[config.mk]
export PLATFORM = sky130hd
export DESIGN_NAME = expression_lexer
export DESIGN_NICKNAME = d
export VERILOG_FILES = /design/src/rtl/exlex_pkg.sv /design/src/rtl/expression_lexer.sv /design/src/rtl/exlex_step.sv /design/src/rtl/exlex_outq.sv
export SDC_FILE = /design/constraint.sdc
export NUM_CORES = 1
export LEC_CHECK = 0
export ABC_AREA = 1
export BUFFER_PORTS_ARGS = -buffer_cell sky130_fd_sc_hd__buf_2
export CAP_MARGIN = 25
export CORE_ASPECT_RATIO = 1.2
export CORE_MARGIN = 2
export CORE_UTILIZATION = 55
export DETAILED_ROUTE_END_ITERATION = 6
export PLACE_DENSITY = 0.72
export SYNTH_ARGS = -nofsm -noshare
export SYNTH_HDL_FRONTEND = slang
export SYNTH_SLANG_ARGS = --single-unit
[constraint.sdc]
create_clock -name clk -period 10.69 [get_ports clk]
set_input_delay 1.6035 -clock clk [delete_from_list [all_inputs] [get_ports clk]]
set_output_delay 1.6035 -clock clk [all_outputs]
set_load 0.01 [all_outputs]
[src/rtl/exlex_pkg.sv]
`default_nettype none
// ----------------------------------------------------------------------------
// exlex_pkg
// types, token codes and result builders shared by the expression lexer
// ----------------------------------------------------------------------------
package exlex_pkg;

	// byte index width, wraps at this many bits
	localparam int IDX_W   = 16;
	// most results one input byte can cause
	localparam int RES_MAX = 6;
	localparam int CNT_W   = $clog2(RES_MAX + 1);
	localparam int RD_W    = $clog2(RES_MAX);

	// token type codes
	localparam logic [5:0] K_LPAREN = 6'd0;
	localparam logic [5:0] K_RPAREN = 6'd1;
	localparam logic [5:0] K_LBRACK = 6'd2;
	localparam logic [5:0] K_RBRACK = 6'd3;
	localparam logic [5:0] K_LBRACE = 6'd4;
	localparam logic [5:0] K_RBRACE = 6'd5;
	localparam logic [5:0] K_DOTDOT = 6'd6;
	localparam logic [5:0] K_COMMA  = 6'd7;
	localparam logic [5:0] K_EQ     = 6'd8;
	localparam logic [5:0] K_NE     = 6'd9;
	localparam logic [5:0] K_LT     = 6'd10;
	localparam logic [5:0] K_LE     = 6'd11;
	localparam logic [5:0] K_GT     = 6'd12;
	localparam logic [5:0] K_GE     = 6'd13;
	localparam logic [5:0] K_ADD    = 6'd14;
	localparam logic [5:0] K_SUB    = 6'd15;
	localparam logic [5:0] K_MUL    = 6'd16;
	localparam logic [5:0] K_DIV    = 6'd17;
	localparam logic [5:0] K_MOD    = 6'd18;
	localparam logic [5:0] K_LAND   = 6'd19;
	localparam logic [5:0] K_LOR    = 6'd20;
	localparam logic [5:0] K_LNOT   = 6'd21;
	localparam logic [5:0] K_BAND   = 6'd22;
	localparam logic [5:0] K_BOR    = 6'd23;
	localparam logic [5:0] K_BNOT   = 6'd24;
	localparam logic [5:0] K_IDENT  = 6'd25;
	localparam logic [5:0] K_FLOAT  = 6'd26;
	localparam logic [5:0] K_INT    = 6'd27;
	localparam logic [5:0] K_STRING = 6'd28;
	localparam logic [5:0] K_QUEST  = 6'd29;
	localparam logic [5:0] K_COLON  = 6'd30;
	localparam logic [5:0] K_ASSIGN = 6'd31;
	localparam logic [5:0] K_ASADD  = 6'd32;
	localparam logic [5:0] K_ASSUB  = 6'd33;
	localparam logic [5:0] K_ASMUL  = 6'd34;
	localparam logic [5:0] K_ASDIV  = 6'd35;
	localparam logic [5:0] K_ASMOD  = 6'd36;
	localparam logic [5:0] K_SHL    = 6'd37;
	localparam logic [5:0] K_SHR    = 6'd38;
	localparam logic [5:0] K_XOR    = 6'd39;
	// internal open-token and classifier codes
	localparam logic [5:0] K_NONE   = 6'd40;
	localparam logic [5:0] K_SPACE  = 6'd41;
	localparam logic [5:0] K_BAD    = 6'd42;
	localparam logic [5:0] K_SAME   = 6'd43;

	// error kinds
	localparam logic ERR_SYNTAX   = 1'b0;
	localparam logic ERR_UNTERM   = 1'b1;

	typedef struct packed {
		logic [7:0] char_in;
		logic       expr_end;
	} in_t;

	typedef struct packed {
		logic [5:0]  kind_code;
		logic [7:0]  text_byte;
		logic        is_text;
		logic        token_done;
		logic        is_error;
		logic        error_kind;
		logic [15:0] error_pos;
		logic        expr_done;
		logic        run_last;
	} out_t;

	typedef struct packed {
		logic [7:0] prior_byte;
		logic [5:0] open_kind;
		logic       seen_dot;
		logic       skip_pending;
		logic       error_latched;
	} lex_state_t;

	localparam lex_state_t LEX_IDLE = '{
		prior_byte:    8'h20,
		open_kind:     K_NONE,
		seen_dot:      1'b0,
		skip_pending:  1'b0,
		error_latched: 1'b0
	};

	function automatic out_t mk_text(input logic [7:0] c);
		out_t r;
		r = '0;
		r.text_byte = c;
		r.is_text   = 1'b1;
		return r;
	endfunction

	function automatic out_t mk_done(input logic [5:0] k);
		out_t r;
		r = '0;
		r.kind_code  = k;
		r.token_done = 1'b1;
		return r;
	endfunction

	function automatic out_t mk_err(input logic ek, input logic [15:0] p);
		out_t r;
		r = '0;
		r.is_error   = 1'b1;
		r.error_kind = ek;
		r.error_pos  = p;
		return r;
	endfunction

	function automatic out_t mk_xdone();
		out_t r;
		r = '0;
		r.expr_done = 1'b1;
		return r;
	endfunction

	// an open token that a flush closes
	function automatic logic flush_valid(input lex_state_t s);
		return (s.open_kind != K_NONE) && (s.open_kind != K_SPACE);
	endfunction

	// number tokens close as floating or integer
	function automatic logic [5:0] flush_code(input lex_state_t s);
		if (s.open_kind == K_FLOAT) begin
			return s.seen_dot ? K_FLOAT : K_INT;
		end
		return s.open_kind;
	endfunction

endpackage
`default_nettype wire

[src/rtl/expression_lexer.sv]
`default_nettype none
// ----------------------------------------------------------------------------
// expression_lexer
// byte-serial expression lexer with one byte of lookahead
// ----------------------------------------------------------------------------
// channel   role     payload                 transfer when
// char      sink     exlex_pkg::in_t         char_valid && !char_stall
// lex       source   exlex_pkg::out_t        lex_valid && !lex_stall
//
// a byte goes into the input register, then both lexer passes (held byte
// against the new byte, and on expression end the new byte against a space)
// settle combinationally and load the result bank. the bank drains one
// result per lex transfer and takes the next byte's results as its last
// one goes out, so a lex stall holds the input; up to 6 results per byte.
// reset clears lexer state, the input register's valid flag and the bank's count; no sweep.
// a stalled lex channel holds its result and stalls char once the byte in
// the input register has nowhere to go.
// ----------------------------------------------------------------------------
module expression_lexer (
	input  wire logic            clk,
	input  wire logic            arst_n,
	input  wire logic            char_valid,
	output logic                 char_stall,
	input  wire exlex_pkg::in_t  char_data,
	output logic                 lex_valid,
	input  wire logic            lex_stall,
	output exlex_pkg::out_t      lex_data
);
	import exlex_pkg::*;

	// input register
	logic       valid_s1;
	in_t        data_s1;

	// lexer state
	logic [7:0]       held_q;
	logic             held_vld_q;
	logic [IDX_W-1:0] idx_q;
	lex_state_t       lex_q;

	// pass results
	lex_state_t       st1, st2;
	out_t [1:0]       r1, r2;
	logic [1:0]       c1, c2;
	logic [IDX_W-1:0] pos_m1, pos_p1;

	// end-of-expression tail
	logic             tail_v;
	out_t             tail_r;

	// packed results for the bank
	out_t [RES_MAX-1:0] cand;
	logic [RES_MAX-1:0] cand_v;
	out_t [RES_MAX-1:0] nb;
	logic [CNT_W-1:0]   ncnt;

	logic free;
	logic adv;

	assign pos_m1 = idx_q - IDX_W'(1);
	assign pos_p1 = idx_q + IDX_W'(1);

	// the byte in the input register moves on once the bank can take its results
	assign adv        = valid_s1 && free;
	assign char_stall = valid_s1 && !free;

	// held byte, looking ahead at the new byte
	exlex_step u_pass_held (
		.en      (held_vld_q),
		.st_in   (lex_q),
		.b       (held_q),
		.n       (data_s1.char_in),
		.pos     (pos_m1),
		.st_out  (st1),
		.res     (r1),
		.res_cnt (c1)
	);

	// final byte, looking ahead at a space
	exlex_step u_pass_last (
		.en      (data_s1.expr_end),
		.st_in   (st1),
		.b       (data_s1.char_in),
		.n       (8'h20),
		.pos     (idx_q),
		.st_out  (st2),
		.res     (r2),
		.res_cnt (c2)
	);

	// close whatever is still open at the expression end; an open string is an unterminated error
	always_comb begin
		tail_v = 1'b0;
		tail_r = '0;
		if (!st2.error_latched) begin
			if (st2.open_kind == K_STRING) begin
				tail_v = 1'b1;
				tail_r = mk_err(ERR_UNTERM, 16'(pos_p1));
			end else if (flush_valid(st2)) begin
				tail_v = 1'b1;
				tail_r = mk_done(flush_code(st2));
			end
		end
	end

	// gather results in order, packed to the front
	always_comb begin
		cand[0]   = r1[0];
		cand[1]   = r1[1];
		cand[2]   = r2[0];
		cand[3]   = r2[1];
		cand[4]   = tail_r;
		cand[5]   = mk_xdone();
		cand_v[0] = (c1 != 2'd0);
		cand_v[1] = (c1 == 2'd2);
		cand_v[2] = data_s1.expr_end && (c2 != 2'd0);
		cand_v[3] = data_s1.expr_end && (c2 == 2'd2);
		cand_v[4] = data_s1.expr_end && tail_v;
		cand_v[5] = data_s1.expr_end;
		nb   = '0;
		ncnt = '0;
		for (int k = 0; k < RES_MAX; k++) begin
			if (cand_v[k]) begin
				nb[ncnt[RD_W-1:0]] = cand[k];
				ncnt               = ncnt + CNT_W'(1);
			end
		end
	end

	exlex_outq u_outq (
		.clk       (clk),
		.arst_n    (arst_n),
		.load      (adv),
		.load_res  (nb),
		.load_cnt  (ncnt),
		.free      (free),
		.lex_valid (lex_valid),
		.lex_stall (lex_stall),
		.lex_data  (lex_data)
	);

	// input register
	always_ff @(posedge clk or negedge arst_n) begin
		if (!arst_n) begin
			valid_s1 <= 1'b0;
		end else if (!char_stall) begin
			valid_s1 <= char_valid;
		end
	end

	always_ff @(posedge clk) begin
		if (char_valid && !char_stall) begin
			data_s1 <= char_data;
		end
	end

	// lexer state, cleared again after every expression end
	always_ff @(posedge clk or negedge arst_n) begin
		if (!arst_n) begin
			held_q     <= '0;
			held_vld_q <= 1'b0;
			idx_q      <= '0;
			lex_q      <= LEX_IDLE;
		end else if (adv) begin
			if (data_s1.expr_end) begin
				held_q     <= '0;
				held_vld_q <= 1'b0;
				idx_q      <= '0;
				lex_q      <= LEX_IDLE;
			end else begin
				held_q     <= data_s1.char_in;
				held_vld_q <= 1'b1;
				idx_q      <= pos_p1;
				lex_q      <= st1;
			end
		end
	end

endmodule
`default_nettype wire

[src/rtl/exlex_step.sv]
`default_nettype none
// ----------------------------------------------------------------------------
// exlex_step
// classifies one byte against its lookahead and the open token
// ----------------------------------------------------------------------------
module exlex_step (
	input  wire logic                         en,
	input  wire exlex_pkg::lex_state_t        st_in,
	input  wire logic [7:0]                   b,
	input  wire logic [7:0]                   n,
	input  wire logic [exlex_pkg::IDX_W-1:0]  pos,
	output exlex_pkg::lex_state_t             st_out,
	output exlex_pkg::out_t [1:0]             res,
	output logic [1:0]                        res_cnt
);
	import exlex_pkg::*;

	function automatic logic is_dig(input logic [7:0] c);
		return (c >= "0") && (c <= "9");
	endfunction

	function automatic logic is_let(input logic [7:0] c);
		return ((c >= "a") && (c <= "z")) || ((c >= "A") && (c <= "Z"));
	endfunction

	function automatic logic is_aln(input logic [7:0] c);
		return is_dig(c) || is_let(c);
	endfunction

	function automatic logic is_spc(input logic [7:0] c);
		return (c == " ") || ((c >= 8'd9) && (c <= 8'd13));
	endfunction

	// single-byte operator codes; +, -, *, / and % pair with = before this is tried
	function automatic logic [5:0] single_code(input logic [7:0] c);
		logic [5:0] k;
		unique case (c)
			"~":     k = K_BNOT;
			",":     k = K_COMMA;
			"+":     k = K_ADD;
			"-":     k = K_SUB;
			"*":     k = K_MUL;
			"/":     k = K_DIV;
			"%":     k = K_MOD;
			"^":     k = K_XOR;
			"(":     k = K_LPAREN;
			")":     k = K_RPAREN;
			"[":     k = K_LBRACK;
			"]":     k = K_RBRACK;
			"{":     k = K_LBRACE;
			"}":     k = K_RBRACE;
			default: k = K_BAD;
		endcase
		return k;
	endfunction

	logic [5:0] t;
	logic       eat;
	logic       dot_set;
	logic [15:0] epos;

	assign epos = 16'(pos);

	// classifier, order decides
	always_comb begin
		t       = K_BAD;
		eat     = 1'b0;
		dot_set = 1'b0;
		priority if (is_spc(b)) begin
			t = K_SPACE;
		end else if ((b == ".") && (n == ".")) begin
			if (st_in.open_kind != K_DOTDOT) begin
				t   = K_DOTDOT;
				eat = 1'b1;
			end
		end else if (b == "?") begin
			t = K_QUEST;
		end else if (b == ":") begin
			t = K_COLON;
		end else if ((b == "=") && (n != "=")) begin
			t = K_ASSIGN;
		end else if ((n == "=") && ((b == "+") || (b == "-") || (b == "*") ||
				(b == "/") || (b == "%"))) begin
			eat = 1'b1;
			unique case (b)
				"+":     t = K_ASADD;
				"-":     t = K_ASSUB;
				"*":     t = K_ASMUL;
				"/":     t = K_ASDIV;
				default: t = K_ASMOD;
			endcase
		end else if (b == "<") begin
			eat = (n == "<") || (n == "=");
			t   = (n == "<") ? K_SHL : ((n == "=") ? K_LE : K_LT);
		end else if (b == ">") begin
			eat = (n == ">") || (n == "=");
			t   = (n == ">") ? K_SHR : ((n == "=") ? K_GE : K_GT);
		end else if (b == "=") begin
			t   = K_EQ;
			eat = 1'b1;
		end else if (b == "!") begin
			eat = (n == "=");
			t   = eat ? K_NE : K_LNOT;
		end else if (b == "|") begin
			eat = (n == "|");
			t   = eat ? K_LOR : K_BOR;
		end else if (b == "&") begin
			eat = (n == "&");
			t   = eat ? K_LAND : K_BAND;
		end else if (single_code(b) != K_BAD) begin
			t = single_code(b);
		end else if ((st_in.open_kind == K_FLOAT) && is_dig(b)) begin
			t = K_SAME;
		end else if ((st_in.open_kind == K_FLOAT) && (b == ".") && !st_in.seen_dot &&
				is_dig(n)) begin
			t       = K_SAME;
			dot_set = 1'b1;
		end else if ((st_in.open_kind == K_IDENT) && (is_aln(b) || (b == "_"))) begin
			t = K_SAME;
		end else if (is_dig(b)) begin
			t = K_FLOAT;
		end else if ((st_in.open_kind == K_FLOAT) && is_aln(b)) begin
			t = K_BAD;
		end else if (is_let(b) || (b == "_")) begin
			t = K_IDENT;
		end else begin
			t = K_BAD;
		end
	end

	always_comb begin
		st_out  = st_in;
		res     = '0;
		res_cnt = 2'd0;
		if (en) begin
			if (st_in.skip_pending) begin
				st_out.skip_pending = 1'b0;
			end else if (!st_in.error_latched) begin
				st_out.prior_byte = b;
				if (st_in.open_kind == K_STRING) begin
					if ((b == "\\") && ((n == "\\") || (n == "\""))) begin
						res[0]              = mk_text(n);
						res_cnt             = 2'd1;
						st_out.skip_pending = 1'b1;
					end else if (b != "\"") begin
						res[0]  = mk_text(b);
						res_cnt = 2'd1;
					end else if (is_aln(n)) begin
						res[0]               = mk_err(ERR_SYNTAX, epos);
						res_cnt              = 2'd1;
						st_out.error_latched = 1'b1;
					end else begin
						res[0]           = mk_done(K_STRING);
						res_cnt          = 2'd1;
						st_out.open_kind = K_NONE;
					end
				end else if (b == "\"") begin
					if (is_aln(st_in.prior_byte)) begin
						res[0]               = mk_err(ERR_SYNTAX, epos);
						res_cnt              = 2'd1;
						st_out.error_latched = 1'b1;
					end else begin
						if (flush_valid(st_in)) begin
							res[0]  = mk_done(flush_code(st_in));
							res_cnt = 2'd1;
						end
						st_out.open_kind = K_STRING;
						st_out.seen_dot  = 1'b0;
					end
				end else if (t == K_BAD) begin
					res[0]               = mk_err(ERR_SYNTAX, epos);
					res_cnt              = 2'd1;
					st_out.error_latched = 1'b1;
				end else if (t == K_SAME) begin
					res[0]          = mk_text(b);
					res_cnt         = 2'd1;
					st_out.seen_dot = st_in.seen_dot | dot_set;
				end else begin
					if (flush_valid(st_in)) begin
						res[0]  = mk_done(flush_code(st_in));
						res_cnt = 2'd1;
					end
					if ((t == K_IDENT) || (t == K_FLOAT)) begin
						if (flush_valid(st_in)) begin
							res[1]  = mk_text(b);
							res_cnt = 2'd2;
						end else begin
							res[0]  = mk_text(b);
							res_cnt = 2'd1;
						end
					end
					st_out.open_kind    = t;
					st_out.seen_dot     = 1'b0;
					st_out.skip_pending = eat;
				end
			end
		end
	end

endmodule
`default_nettype wire

[src/rtl/exlex_outq.sv]
`default_nettype none
// ----------------------------------------------------------------------------
// exlex_outq
// result bank for one input byte, drained one result per transfer
// ----------------------------------------------------------------------------
module exlex_outq (
	input  wire logic                                    clk,
	input  wire logic                                    arst_n,
	input  wire logic                                    load,
	input  wire exlex_pkg::out_t [exlex_pkg::RES_MAX-1:0] load_res,
	input  wire logic [exlex_pkg::CNT_W-1:0]             load_cnt,
	output logic                                         free,
	output logic                                         lex_valid,
	input  wire logic                                    lex_stall,
	output exlex_pkg::out_t                              lex_data
);
	import exlex_pkg::*;

	out_t [RES_MAX-1:0] bank_q;
	logic [CNT_W-1:0]   cnt_q;
	logic [CNT_W-1:0]   rd_q;
	logic               last_one;

	assign last_one  = (rd_q == (cnt_q - CNT_W'(1)));
	assign lex_valid = (cnt_q != '0);
	assign free      = (cnt_q == '0) || (!lex_stall && last_one);

	always_comb begin
		lex_data          = bank_q[rd_q[RD_W-1:0]];
		lex_data.run_last = last_one;
	end

	always_ff @(posedge clk) begin
		if (load) begin
			bank_q <= load_res;
		end
	end

	always_ff @(posedge clk or negedge arst_n) begin
		if (!arst_n) begin
			cnt_q <= '0;
			rd_q  <= '0;
		end else if (load) begin
			cnt_q <= load_cnt;
			rd_q  <= '0;
		end else if (lex_valid && !lex_stall) begin
			if (last_one) begin
				cnt_q <= '0;
				rd_q  <= '0;
			end else begin
				rd_q <= rd_q + CNT_W'(1);
			end
		end
	end

endmodule
`default_nettype wire
# Yosys cells after proc, flatten, opt, wreduce, memory -nomap -nowiden
# Index checks and enable logic that the tools add are counted.
word_totals:
  inputBits: 13
  elab_cells: 568
  regBits: 274
  out_inout_bits: 38
classes:
  bitwise: 4
  magnitude_cmp: 39
  eq_ne: 85
  n_addsub: 9
  reduce_logical: 78
  muxes: 286
op_table:
  columns: ["operator", "count"]
  rows:
  - ["two-way mux 36 bit", 36]
  - ["two-way mux 216 bit", 5]
  - ["bitwise mux 216 bit", 4]
  - ["two-way mux 72 bit", 8]
  - ["demux 36 bit (select 3 bit)", 5]
  - ["two-way mux 6 bit", 74]
  - ["equality test 8 x 6 -> 1 bit (second input constant)", 36]
  - ["bitwise AND 210 bit", 1]
  - ["inverter 210 bit", 1]
  - ["case mux 6 bit (14 select lines)", 2]
  - ["equality test 8 x 7 -> 1 bit (second input constant)", 18]
  - ["binary-select mux 36 bit (select 3 bit)", 1]
  - ["two-way mux 1 bit", 95]
  - ["equality test 6 x 5 -> 1 bit (second input constant)", 12]
  - ["two-way mux 35 bit", 2]
  - [">= comparator 8 x 7 -> 1 bit (second input constant)", 8]
  - ["less-or-equal comparator 8 x 7 -> 1 bit (second input constant)", 8]
  - ["two-way mux 30 bit", 2]
  - ["two-way mux 17 bit", 3]
  - ["!= test 6 bit (second input constant)", 8]
  - ["two-way mux 2 bit", 23]
  - ["logical AND 1 bit", 43]
  - ["two-way mux 3 bit", 12]
  - ["two-way mux 7 bit", 5]
  - ["29 further kinds", 89]

# Depth between registers and ports, before layout
# Gate-level depths: netlist (run 1).
logic_depth:
  ltp_word: 79
  depth_mapped: 52
  depth_no_buf: 50

# Cells and area by module
# Synthesis (run 1) repeated with hierarchy kept, for this count alone.
hier_totals:
  cells_unflattened: 2884
  area_unflattened_um2: 20294.5
by_module_without_submodules:
  columns: ["module", "instances", "seq_area_each_um2", "area_per_inst_um2", "cells_per_inst"]
  rows:
  - ["exlex_outq", 1, 6456.2, 8458.1, 654]
  - ["expression_lexer", 1, 1350.0, 7025.5, 1246]
  - ["exlex_step (u_pass_held)", 1, 0.0, 2499.9, 498]
  - ["exlex_step (u_pass_last)", 1, 0.0, 2311.0, 486]

# Least setup slack after synthesis (run 1)
# No wires, ideal clock.
synth_timing:
  path_kind: "input to register"
  from: "input lex_stall"
  to: "register u_outq.bank_q[100] (netlist name), enable pin"
  n_path_buf: 1
  setup_slack_ns: 2.087
  cell_stages: 4
  t_arrival_ns: 7.949
  required_ns: 10.036
  cell_sequence: "o21ai_0 -> inv_1 -> nor2_1 -> clkbuf_1"
synth_between:
  elab_chain_len: 4
synth_rtl:
  columns: ["element", "line_no", "text"]
  rows:
  - ["start, declared", "expression_lexer.sv:26", "input wire logic lex_stall,"]
  - ["zero test 1 bit", "exlex_outq.sv:26", "assign free = (cnt_q == '0) || (!lex_stall && last_one);"]
  - ["logical AND 1 bit", "exlex_outq.sv:26", null]
  - ["logical OR 1 bit", "exlex_outq.sv:26", null]
  - ["logical AND 1 bit", "expression_lexer.sv:64", "assign adv = valid_s1 && free;"]
  - ["net adv", "expression_lexer.sv:58", "logic adv;"]
  - ["end signal, assigned", "exlex_outq.sv:35", "bank_q <= load_res;"]
  - ["end, declared", "exlex_outq.sv:19", "out_t [RES_MAX-1:0] bank_q;"]
# The timed path passes the listed nets, and every way through them passes these cells.
# A chain may end at the register's enable or synchronous reset.

==> results of run 1 <==
==> worst paths after layout <==
path	to	cells after the start
min in group asynchronous	lex_q[11]	2
max in group asynchronous	u_outq.rd_q[0]	2
worst max register to register	u_outq.bank_q[58]	46
worst max-delay path	u_outq.bank_q[58]	46
worst min-delay path	lex_q[16]	1
worst min register to register	lex_q[16]	1
==> logic make-up after synthesis <==
logic type	after synthesis	share of synthesized area
and+or+nand+nor	873	0.245
AOI/OAI and AO/OA	481	0.170
buffers and inverters	346	0.0831
DFF	266	0.474
xor gates and xnor gates	29	0.0156
adders and majority gates	14	0.0107
other	1	0.000230
muxes	1	0.000613
==> registers in the layout, summed over array words and instances (netlist names) <==
name and count:
u_outq.bank_q 208, lex_q 17, idx_q 16, data_s1 8, held_q 8, u_outq.cnt_q 3
u_outq.rd_q 3, cand_v 1, held_vld_q 1, valid_s1 1
==> metal layers <==
layer	vias up	part of all wire
li1	6985	-
met1	7093	0.39
met2	657	0.50
met3	172	0.057
met4	0	0.060
met5	-	0
==> cell type report <==
cell class / count / area [um^2] / share of cell area
clock buffers: 36 / 729 / 0.0407
clock inverters: 10 / 129 / 0.00720
inverters: 261 / 980 / 0.0547
multi-input cells: 1452 / 7430 / 0.415
flip-flops and latches: 266 / 7750 / 0.433
well taps: 390 / 488 / 0.0272
repair buffers: 66 / 403 / 0.0225
==> placed cells by master (no fill, tap or decap), types with 45 or more instances in the layout <==
master | Yosys | final
buf_2 | 16 | 50
conb_1 | 1 | 54
edfxtp_1 | 217 | 217
dfrtp_1 | 46 | 45
nand3_1 | 95 | 95
o21ai_0 | 227 | 227
nor2_1 | 291 | 289
o22ai_1 | 116 | 116
nand2_1 | 309 | 309
inv_1 | 219 | 219
==> Yosys cell counts (7+ instances only) <==
| library cell | number | area share |
|---|---|---|
| buf_2 | 16 | 0.0049 |
| nor2_4 | 7 | 0.0048 |
| nor2_2 | 19 | 0.0073 |
| nor2_1 | 291 | 0.067 |
| nand2_2 | 29 | 0.011 |
| nand3_1 | 95 | 0.029 |
| edfxtp_1 | 217 | 0.40 |
| a21oi_1 | 35 | 0.011 |
| xor2_1 | 29 | 0.016 |
| nand2_4 | 8 | 0.0055 |
| o211ai_1 | 8 | 0.0037 |
| o22ai_1 | 116 | 0.044 |
| o221ai_1 | 9 | 0.0048 |
| a22oi_1 | 9 | 0.0041 |
| o21ai_1 | 41 | 0.013 |
| clkinv_1 | 12 | 0.0028 |
| dfrtp_1 | 46 | 0.070 |
| buf_4 | 8 | 0.0037 |
| clkbuf_1 | 57 | 0.013 |
| nor3_1 | 38 | 0.012 |
| nand4_1 | 30 | 0.011 |
| o21ai_0 | 227 | 0.070 |
| nor3_2 | 13 | 0.0080 |
| inv_2 | 30 | 0.0069 |
| nand2_1 | 309 | 0.071 |
| nor4_1 | 9 | 0.0034 |
| inv_1 | 219 | 0.050 |
| ha_1 | 14 | 0.011 |
==> through the flow <==
stage,worst slack [ps],hold WS (ps),utilization
finish,3460,564,0.608
detailed placement,3650,542,0.578
global route,2830,569,0.608
floorplan,2090,493,-
CTS,3600,559,0.607
global placement,3680,528,0.578
==> impl_metrics.tcl, run 1 <==
set metrics [dict create \
    netlist_instances 2011 \
    drive_above_1_share 0.115 \
    critical_path_class "register to register" \
    fin_crit_sh 0.676 \
    timing.fmax_ghz 0.138 \
    routedWlPerCell_um 20.5 \
    gp_congestion 1.04 \
    grt_pass1_wl_mm 78.4 \
    cts_tree "built" \
    finalMaxSlewViolations 0 \
    final_cell_area_um2 17900 \
    yosysSeqAreaShare 0.474 \
    clock_latency_ps 550 \
    drc 0 \
    rsz0062_at_grt "false" \
    antenna-diode-count 0 \
    hold_path.class "register to register" \
    met3_usage 0.0301 \
    cts_inserted_buffers 27 \
    status "finished, final reports clean" \
    crit_required_ps 10960 \
    cts_buffer_depth 3 \
    tightest_slew_ps 900 \
    nets 2101 \
    avgSynthCellArea_um2 8.12 \
    setup_tns_ps 0 \
    cts_resized 0 \
    cp_top_family "simple AND/OR/NAND/NOR gates" \
    clock_skew_ps 15.9 \
    cp-start-kind "register" \
    cp_slowest_cell "dfrtp_1" \
    rows 69 \
    yosysWarnings 0 \
    grt.overflow.total 0 \
    synth-seq-cells 266 \
    worst_path_largest_cell_delay_ps 520 \
    htreeDepth 1 \
    num-fill-cells 2670 \
    setup_viol 0 \
    dpl.hpwl_mm 37.2 \
    track_usage 0.326 \
    cts.sinks 266 \
    drt_iter0_markers 1555 \
    die_h_um 193 \
    clockRootBuffer "clkbuf_16" \
    synth-main-ff-cell "edfxtp_1" \
    worst-path-max-fanout 14 \
    antenna_found_initial 0 \
    grt_max_degree 92 \
    areaGrowthSynthToFinish_pct 9.69 \
    met2_usage 0.581 \
    drv_cap 0 \
    crit_arrival_ps 7500 \
    yosysUniqueCellTypes 64 \
    post_cts_buffers 0 \
    finalHoldViolations 0 \
    ant_nets 0 \
    fp.coreArea_um2 29400 \
    holdBufCountCts 0 \
    busiest_layer "met2" \
    grt_pass1_vias 14300 \
    reg2reg_slack_ps 3460 \
    syn-cell-area_um2 16300 \
    dr.pass1.iters 5 \
    crit_top_cell "nand2_1" \
    path_buf_inv 6 \
    vias_per_cell 6.01 \
    reg2reg_from "held_q[4]" \
    period_needed_ps 7230 \
    fin_cells 2481 \
    placed_cells 2434 \
    synth_edf_count 217 \
    port_buffers 50 \
    vias 14900 \
    cts.clk_slew.worst_paths_ps 70 \
    met1_usage 0.388 \
    cp-startpoint "held_q[4]" \
    synthArstFlopShare 0.184 \
    placement.cell_area_um2 17000 \
    relSlewSlack 0.395 \
    worstHoldStart "lex_q[16]" \
    cp-end-kind "register" \
    num_io_pins 51 \
    initial_utilization 0.555 \
    dieArea_um2 31100 \
    finalWirelength_mm 50.9 \
    die-width_um 161 \
]
Power of run 1 is not shown: default switching activity piles up to over one toggle a cycle in this logic, so the estimate is an artifact.
==> run 2: changes to the inputs <==
==> constraint.sdc (replaced) <==
create_clock -name clk -period 7.4 [get_ports clk]
set_input_delay 1.11 -clock clk [delete_from_list [all_inputs] [get_ports clk]]
set_output_delay 1.11 -clock clk [all_outputs]
set_load 0.01 [all_outputs]
==> run 2 against run 1 <==
Net effect: non-clock buffer count increased by 13; global-route usage decreased by 0.31 points; maximum frequency increased by 7.2%; first-iteration DRC count decreased by 7.5%; register-to-register slack got worse by 2800 ps; critical path depth decreased by 4; critical endpoint is now u_outq.bank_q[103]; highest routed layer unchanged.
==> impl_metrics.tcl, run 2 (synthesis results as in run 1) <==
set metrics [dict create \
    cp_slowest_cell "edfxtp_1" \
    seq_area_um2 7750 \
    clock_skew_ps 19.7 \
    dr.pass1.iters 7 \
    min_path_cells 2 \
    cp-start-kind "register" \
    num-fill-cells 2659 \
    worstHoldEndpoint "lex_q[1]" \
    hold_path.class "register to register" \
    largest_reg_flops 208 \
    critical_path_class "register to register" \
    multi_input_area_um2 7440 \
    clockRootBuffer "clkbuf_16" \
    cts_inserted_buffers 27 \
    antenna-diode-count 0 \
    track_usage 0.323 \
    finalWirelength_mm 50.5 \
    dieArea_um2 31100 \
    fin_crit_sh 0.911 \
    htreeDepth 1 \
    regMostFlops "u_outq.bank_q" \
    routedWlPerCell_um 20.2 \
    crit_arrival_ps 7040 \
    reg2reg_slack_ps 660 \
    gp_congestion 1.00 \
    finalHoldViolations 0 \
    worst_path_largest_cell_delay_ps 530 \
    vias 14800 \
    grt_pass1_wl_mm 77.6 \
    r2r-end "u_outq.bank_q[103]" \
    rows 69 \
    drv_cap 0 \
    die_h_um 193 \
    antenna_found_initial 0 \
    fp.coreArea_um2 29400 \
    crit_top_cell "nand2_1" \
    cts_buffer_depth 3 \
    final_common_cell "nand2_1" \
    drt_iter0_markers 1439 \
    layout_common_cells "nand2_1, nor2_1, o21ai_0" \
    grt.overflow.total 0 \
    worst-path-max-fanout 28 \
    areaGrowthSynthToFinish_pct 10.3 \
    ant_nets 0 \
    die-width_um 161 \
    period_needed_ps 6740 \
    cts.sinks 266 \
    cts_tree "built" \
    port_buffers 50 \
    routed-wl-met3_mm 2.87 \
    top_layer_used "met4" \
    crit_required_ps 7700 \
    timing.fmax_ghz 0.148 \
    dpl.hpwl_mm 37.1 \
    vias_per_cell 5.91 \
    tightest_slew_ps 956 \
    nets 2114 \
    rsz0062_at_grt "false" \
    drive_above_1_share 0.120 \
    cp-end-kind "register" \
    num_io_pins 51 \
    cts.clk_slew.worst_paths_ps 70 \
    clock_latency_ps 560 \
    drc 0 \
    reg2reg_from "data_s1[4]" \
    initial_utilization 0.555 \
    cp_top_family "simple AND/OR/NAND/NOR gates" \
    path_buf_inv 9 \
    r2r_cells 42 \
    wl_met2_mm 25.0 \
    finalMaxSlewViolations 0 \
    wl_met1_mm 19.8 \
    largestRegisters "u_outq.bank_q x208, lex_q x17, idx_q x16" \
    worstHoldStart "lex_q[1]" \
    status "finished, final reports clean" \
    cp-startpoint "data_s1[4]" \
    setup_tns_ps 0 \
    grt_pass1_vias 14400 \
    grt_max_degree 88 \
    setup_viol 0 \
    relSlewSlack 0.362 \
]
==> run 2: cell count changes in the layout (fill, tap and decap cells not counted), sizes merged <==
cell	before	now
clkbuf	36	42
buf	66	79
clkinv	16	15
inv	251	252
clkinvlp	1	0
bufinv	3	1
==> run 2: how the worst max path moves through the flow <==
stage,end,slack [ps],cells after the start
floorplan,u_outq.bank_q[61],1960,46
global route,u_outq.bank_q[104],40,36
global placement,u_outq.bank_q[58],710,38
CTS,u_outq.bank_q[59],480,38
detailed placement,u_outq.bank_q[59],480,38
finish,u_outq.bank_q[103],660,42
==> run 2: per-stage QoR <==
step	instances	utilization	hold slack (ps)	cell area (um^2)	setup WS, ps
final	2497	0.612	553	18000	656
after global routing	2497	0.612	583	18000	44.3
after detailed placement	2444	0.580	529	17100	480
after floorplan	2064	-	493	16500	1960
after global placement	2444	0.580	526	17100	705
after CTS	2493	0.609	544	17900	477
==> run 2: layer usage <==
| metal | up-vias | track usage |
|---|---|---|
| li1 | 7005 | - |
| met1 | 7012 | 0.387 |
| met2 | 585 | 0.570 |
| met3 | 160 | 0.0340 |
| met4 | 0 | 0.179 |
| met5 | - | 0 |
==> run 2: final cells by class <==
type / instances / share of cell area
clock buffer: 42 / 0.0423
timing repair buffer: 79 / 0.0289
clock inverter: 7 / 0.00375
sequential: 266 / 0.430
inverter: 261 / 0.0544
tap: 390 / 0.0271
multi-input combinational: 1452 / 0.413
==> run 2: timing repair <==
item / 4_1_cts / 5_1_grt
setup endpoints to repair: 0 / 71
hold buffers: 0 / 0
setup buffers: 0 / 2
resized for setup: 0 / 1
==> run 2: worst reg2reg max path: cells and delay by family, from the launching register on <==
kind	cells	cell delay, ps
AND/OR/NAND/NOR	26	3700
flip-flops	1	530
adder cells (fa/ha/maj)	2	510
AO/OA/AOI/OAI	5	810
buffers and inverters	9	950
Power of run 2 is left out for the same reason.
